<file path="config.mk">
export PLATFORM = sky130hd
export DESIGN_NAME = ideq_cell
export DESIGN_NICKNAME = d
export VERILOG_FILES = /design/src/rtl/core/ideq_pkg.sv /design/src/rtl/core/ideq_cell.sv
export SDC_FILE = /design/constraint.sdc
export NUM_CORES = 1
export LEC_CHECK = 0
export BUFFER_PORTS_ARGS = -buffer_cell sky130_fd_sc_hd__buf_2
export CAP_MARGIN = 10
export CORE_MARGIN = 10
export CORE_UTILIZATION = 43
export DETAILED_ROUTE_END_ITERATION = 12
export GPL_ROUTABILITY_DRIVEN = 1
export PLACE_DENSITY = 0.9
export SLEW_MARGIN = 30
export SYNTH_ARGS = -nofsm -noshare
export SYNTH_HDL_FRONTEND = slang
export SYNTH_SLANG_ARGS = --single-unit
</file>
<file path="constraint.sdc">
create_clock -name i_clk -period 5.8 [get_ports i_clk]
set_input_delay 0.87 -clock i_clk [delete_from_list [all_inputs] [get_ports i_clk]]
set_output_delay 0.87 -clock i_clk [all_outputs]
set_load 0.005 [all_outputs]
</file>
<file path="src/rtl/core/ideq_pkg.sv">
// shared types, sizes and command codes of the indexed double-ended queue
// no dependencies
package ideq_pkg;

    localparam int DEPTH       = 256;
    localparam int DATA_WIDTH  = 32;
    localparam int IDX_W       = 8;
    localparam int CNT_W       = 9;
    localparam int LO_W        = 4;
    localparam int HI_W        = IDX_W - LO_W;
    localparam int NGRP        = 1 << HI_W;
    localparam int IN_TDATA_W  = 56;
    localparam int OUT_TDATA_W = 48;

    typedef logic [DATA_WIDTH-1:0] t_word;
    typedef logic [IDX_W-1:0]      t_idx;
    typedef logic [CNT_W-1:0]      t_cnt;

    localparam logic [3:0] CMD_PUSH_TAIL  = 4'd0;
    localparam logic [3:0] CMD_PUSH_HEAD  = 4'd1;
    localparam logic [3:0] CMD_POP_TAIL   = 4'd2;
    localparam logic [3:0] CMD_POP_HEAD   = 4'd3;
    localparam logic [3:0] CMD_READ       = 4'd4;
    localparam logic [3:0] CMD_WRITE      = 4'd5;
    localparam logic [3:0] CMD_INSERT     = 4'd6;
    localparam logic [3:0] CMD_REMOVE     = 4'd7;
    localparam logic [3:0] CMD_SWAP       = 4'd8;
    localparam logic [3:0] CMD_CLEAR      = 4'd9;
    localparam logic [3:0] CMD_PEEK_FRONT = 4'd10;
    localparam logic [3:0] CMD_PEEK_BACK  = 4'd11;

    localparam logic [1:0] ST_OK    = 2'd0;
    localparam logic [1:0] ST_EMPTY = 2'd1;
    localparam logic [1:0] ST_RANGE = 2'd2;
    localparam logic [1:0] ST_FULL  = 2'd3;

    // what every cell does on the next edge
    typedef enum logic [1:0] {
        K_HOLD   = 2'd0,
        K_WRITE  = 2'd1,
        K_INSERT = 2'd2,
        K_REMOVE = 2'd3
    } t_kind;

    typedef struct packed {
        t_kind kind;
        t_idx  pos_a;
        t_idx  pos_b;
        t_word word_a;
        t_word word_b;
    } t_cell_ctrl;

endpackage

</file>
<file path="src/rtl/core/ideq_cell.sv">
// one storage cell of the queue row, holding the entry at its position
// depends on ideq_pkg
module ideq_cell (
    input  logic                   i_clk,
    input  ideq_pkg::t_idx         i_pos,
    input  ideq_pkg::t_cell_ctrl   i_ctrl,
    input  ideq_pkg::t_word        i_from_low,
    input  ideq_pkg::t_word        i_from_high,
    output ideq_pkg::t_word        o_word
);

    ideq_pkg::t_word r_word;
    ideq_pkg::t_word n_word;

    always_comb begin
        n_word = r_word;
        case (i_ctrl.kind)
            ideq_pkg::K_HOLD: begin
                n_word = r_word;
            end
            ideq_pkg::K_WRITE: begin
                if (i_pos == i_ctrl.pos_a) begin
                    n_word = i_ctrl.word_a;
                end else if (i_pos == i_ctrl.pos_b) begin
                    n_word = i_ctrl.word_b;
                end
            end
            ideq_pkg::K_INSERT: begin
                // entries behind the slot move one place back
                if (i_pos > i_ctrl.pos_a) begin
                    n_word = i_from_low;
                end else if (i_pos == i_ctrl.pos_a) begin
                    n_word = i_ctrl.word_a;
                end
            end
            ideq_pkg::K_REMOVE: begin
                if (i_pos >= i_ctrl.pos_a) begin
                    n_word = i_from_high;
                end
            end
            default: begin
                n_word = r_word;
            end
        endcase
    end

    always_ff @(posedge i_clk) begin
        r_word <= n_word;
    end

    assign o_word = r_word;

endmodule

</file>
Word level (Yosys, flattened, before mapping)
Index checks and enable logic that the tools add are counted.
W data, S select, Z words.
{"block": "totals", "wordCells": 20, "romBits": 0, "output_inout_bits": 32, "ramBits": 0, "mem_count": 0, "register_bits": 32, "in_bits": 155, "latchBits": 0}
{"block": "classes", "bitwise": 1, "shift": 0, "order_cmp": 2, "mux": 6, "eq_ne": 8, "multipliers": 0, "reduce_logical": 2, "n_addsub": 0, "div_mod_pow": 0}
{"operator": "$mux W32", "count": 5}
{"operator": "$pmux W32 S3", "count": 1}
{"operator": "$eq A8 B8 Y1", "count": 2}
{"operator": "$ge A8 B8 Y1", "count": 1}
{"operator": "$gt A8 B8 Y1", "count": 1}
{"operator": "$ne A3 B3 Y1 const B", "count": 2}
{"operator": "$eq A2 B2 Y1 const B", "count": 2}
{"operator": "$reduce_and A4 Y1", "count": 1}
{"operator": "$eq A2 B1 Y1 const B", "count": 1}
{"operator": "$logic_not A2 Y1", "count": 1}
{"operator": "$ne A2 B2 Y1 const B", "count": 1}
{"operator": "$not A1 Y1", "count": 1}

Longest topological paths before layout
{"block": "logic_depth", "depth_word": 4, "ltp_mapped": 9, "ltp_nobuf": 7}

Worst setup path before layout
Ideal clock, no wire load.
{"block": "synth_path", "path_type": "input -> register", "start": "in i_ctrl[79] (netlist bit)", "end": "reg r_word[0], in the netlist o_word[0], enable pin", "stages": 7, "t_required_ps": 5334, "n_path_buf": 1, "setup_time_ps": 466, "t_arrival_ps": 4201, "slack_ps": 1133, "cell_sequence": "inv_1 > ha_1 > nand4_2 > nor2_4 > buf_4 > o21ai_0 > o21ai_0"}
{"block": "synth_between", "elab_chain_len": 3, "elab_cells_between_ends": 7, "cone_classes": "order compare: 2; eq/ne: 4; reduce/logical: 1"}
{"item": "start: declaration", "line_no": "ideq_cell.sv:6", "text": "input ideq_pkg::t_cell_ctrl i_ctrl,"}
{"item": "$gt A8 B8 Y1 (tied with other cells)", "line_no": "ideq_cell.sv:30", "text": "if (i_pos > i_ctrl.pos_a) begin"}
{"item": "$ne A3 B3 Y1 (no source line) / $ne A2 B2 Y1 (equally long branches)"}
{"item": "$reduce_and A4 Y1 (no source line) *"}
{"item": "end signal: assignment", "line_no": "ideq_cell.sv:48", "text": "r_word <= n_word;"}
{"item": "end: declaration", "line_no": "ideq_cell.sv:12", "text": "ideq_pkg::t_word r_word;"}
Mark *: on every way between the ends. The rest lies on a longest branch, timed or not.
A chain may end at the register's enable or synchronous reset.

Final worst setup path
{"block": "layout_path", "start": "in i_pos[1]", "end": "reg r_word[15], in the netlist o_word[15], data pin"}
{"block": "layout_between", "elab_chain_len": 3, "elab_cells_between_ends": 5, "cone_classes": "order compare: 1; eq/ne: 1; mux: 3"}
{"item": "start: declaration", "line_no": "ideq_cell.sv:5", "text": "input ideq_pkg::t_idx i_pos,"}
{"item": "$gt A8 B8 Y1 / $eq A8 B8 Y1 (equally long branches)", "line_no": "ideq_cell.sv:30, ideq_cell.sv:22"}
{"item": "$mux W32 (on tied branches)", "line_no": "ideq_cell.sv:30, ideq_cell.sv:22"}
{"item": "$pmux W32 S3 *", "line_no": "ideq_cell.sv:17", "text": "case (i_ctrl.kind)"}
{"item": "named net n_word[15]", "line_no": "ideq_cell.sv:13", "text": "ideq_pkg::t_word n_word;"}
Mark *: on every way through the listed nets, which the timed path passes. The rest lies on a longest branch.

==> flow_summary.toml <==
[outcome]
status = "completed"

[route]
vias = 2881
postRouteAntennaNets = 0
wl_per_cell_um = 19.17
routed_wl_um = 9835
drc = 0
drtPass1Iterations = 4
drt-initial-drc-count = 115
viasPerCell = 5.616

[yosys]
synth_seq_cells = 32
ys_seq_area_frac = 0.3481
ys_types = 24
syn-num-nets = 429
syn_avg_cell_area_um2 = 10.38
syn-instance-count = 266
yosysWarnings = 0
syn-cell-area_um2 = 2760

[critical_path]
cpPeakStageDelay_ps = 860
cp_top_family = "simple AND/OR/NAND/NOR gates"
crit_slowest_cell = "and2_2"
cp_max_fo = 33
timing.critical_path.buf_inv = 1
criticalPathCategory = "input pin to flip-flop"
path_cells = "buf_2 -> ha_1 -> nor2b_1 -> o211ai_1 -> a211o_2 -> and2_2 -> o211ai_1"
cp-start-kind = "input pin"
worstPathRequired_ps = 5790
path_common_cell = "o211ai_1"
worstSetupEndpointType = "flip-flop"
crit_arrival_ps = 3280

[die]
io-pin-count = 187
fp.dieArea_um2 = 10020
fp-row-count = 29
die_h_um = 100.1
initial_core_util = 0.4397
coreArea_um2 = 6277
die_x_um = 100.1

[grt]
grt_pass1_vias = 3226
antenna_found_initial = 0
grt_pass1_wl_um = 15380
grt_max_degree = 37
overflow = 0
track_usage = 0.1816

[hold_path]
min_from = "i_from_high[14]"
min_path_cells = 3
worst_hold_path_type = "input pin to flip-flop"
worstHoldEndpoint = "o_word[14]"

[clocking]
cts_buffers = 5
clk_pin_slew_ps = 70
clock_path_buffers = 2
cts_resized = 0
h-tree-depth = 2
clock_sinks = 32
cts_tree = "built"
root_buffer = "clkbuf_8"
post_cts_buffers = 0
holdBufCountCts = 0

[layout]
fin_util = 0.6089
drive_above_1_share = 0.5390
largest_reg_flops = 32
areaGrowthSynthToFinish_pct = 38.49
fin_nets = 598
antennaDiodeCount = 0

[sta]
tightest_slew_ps = 931.3
slew_headroom = 0.3791
finalCriticalPeriod_ps = 3293
rsz0062_at_grt = "false"
period_share = 0.5677
report.final.hold_viol_count = 0
max_clock_freq_mhz = 303.7
setup_viol_count_final = 0
drv_slew = 0
finalSetupTns_ps = 0

[pwr]
combPwrFrac = 0.314
clkPwrFrac = 0.283
intPower_w = 0.0005263
power.density_nw_per_um2 = 192.0
pwr-share-seq = 0.403
switching_share = 0.2828
p_switching_w = 0.0002075
ir_drop_mv = 0.1169
leakagePower_nw = 1.648

[placement]
post-dp-hpwl_um = 7730
gp_congestion = 0.8173
port_buffers = 186

[run]
cap_violations = 0
cell type report:
type | count | area, µm²
Clock buffer | 6 | 72.57
Sequential cell | 32 | 960.9
Multi-Input combinational cell | 198 | 1647
Tap cell | 77 | 96.34
Clock inverter | 2 | 35.03
Fill cell | 535 | 2455
Inverter | 8 | 30.03
Timing Repair Buffer | 190 | 980.9
metal layers:
layer | global-route usage | vias up | wire length [µm]
met5 | 0 | - | 0
met2 | 0.3299 | 144 | 5163
met1 | 0.1943 | 1331 | 3643
met4 | 0.05326 | 0 | 155
li1 | - | 1392 | -
met3 | 0.05975 | 14 | 872
power by group through the flow:
stage	sequential, W	clock, W	combinational, W
6_report	0.000296	0.000207	0.000230
5_1_grt	0.000298	0.000221	0.000253
4_1_cts	0.000297	0.000214	0.000228
3_5_place_dp	0.000302	0	0.000227
3_3_place_gp	0.000300	0	0.000219
2_1_floorplan	0.000306	0	0.000120
synth_stat cells (all sizes together):
cell type | n | area [µm²]
xnor2 | 8 | 70.07
o21ai | 4 | 20.01
nor2b | 2 | 12.51
ha | 8 | 100.1
o211ai | 33 | 397.9
buf | 8 | 72.56
a21oi | 4 | 20.02
nand4 | 36 | 231.5
o31ai | 1 | 7.510
a211o | 1 | 10.01
nand2 | 33 | 123.9
mux2i | 32 | 320.3
clkbuf | 20 | 75.07
nor2 | 2 | 15.01
and2 | 2 | 12.51
inv | 8 | 30.03
edfxtp | 32 | 960.9
a2bb2oi | 32 | 280.3
worst min-delay path: stages:
cell and delay, ps:
buf_2 80, a2bb2oi_1 60, o211ai_2 50
per-stage QoR:
step | instances | power (W) | setup WS (ps) | hold slack, ps | cell area, µm²
3_5_place_dp | 504 | 0.0005283 | 2091 | 1166 | 3687
5_1_grt | 513 | 0.0007723 | 2313 | 882.0 | 3822
2_1_floorplan | 266 | 0.0004260 | 1133 | 1074 | 2760
4_1_cts | 512 | 0.0007381 | 2384 | 872.7 | 3795
6_report | 513 | 0.0007338 | 2507 | 883.6 | 3822
3_3_place_gp | 504 | 0.0005188 | 2248 | 1167 | 3686
worst max path at each step:
stage,start,to,slack (ps),cells past startpoint
final,i_pos[1],o_word[15],2510,7
after global routing,i_pos[1],o_word[29],2310,7
after CTS,i_pos[7],o_word[17],2380,7
after detailed placement,i_pos[7],o_word[23],2090,7
after global placement,i_pos[7],o_word[14],2250,7
after floorplan,i_ctrl[79],o_word[0],1130,7
placed cells by master (no fill, tap or decap), drive strengths merged:
| master | count |
|---|---|
| edfxtp | 32 |
| bufinv | 1 |
| clkbuf | 6 |
| a2bb2oi | 32 |
| o211ai | 33 |
| inv | 8 |
| clkinv | 1 |
| xnor2 | 8 |
| mux2i | 32 |
| nand2 | 33 |
| buf | 190 |
| nor2b | 2 |
| o21ai | 4 |
| nor2 | 2 |
| o31ai | 1 |
| ha | 8 |
| and2 | 2 |
| a21oi | 4 |
| nand4 | 36 |
| a211o | 1 |
logic make-up after synthesis:
logic type               Yosys count  synth area share
multiplexers                      32            0.1160
adder cells (fa/ha/maj)            8           0.03627
AO/OA/AOI/OAI                     75            0.2665
flip-flops                        32            0.3481
XOR/XNOR                           8           0.02539
AND/OR/NAND/NOR                   75            0.1432
buffers and inverters             36           0.06437
No activity file was read; power rests on OpenSTA's default activity.
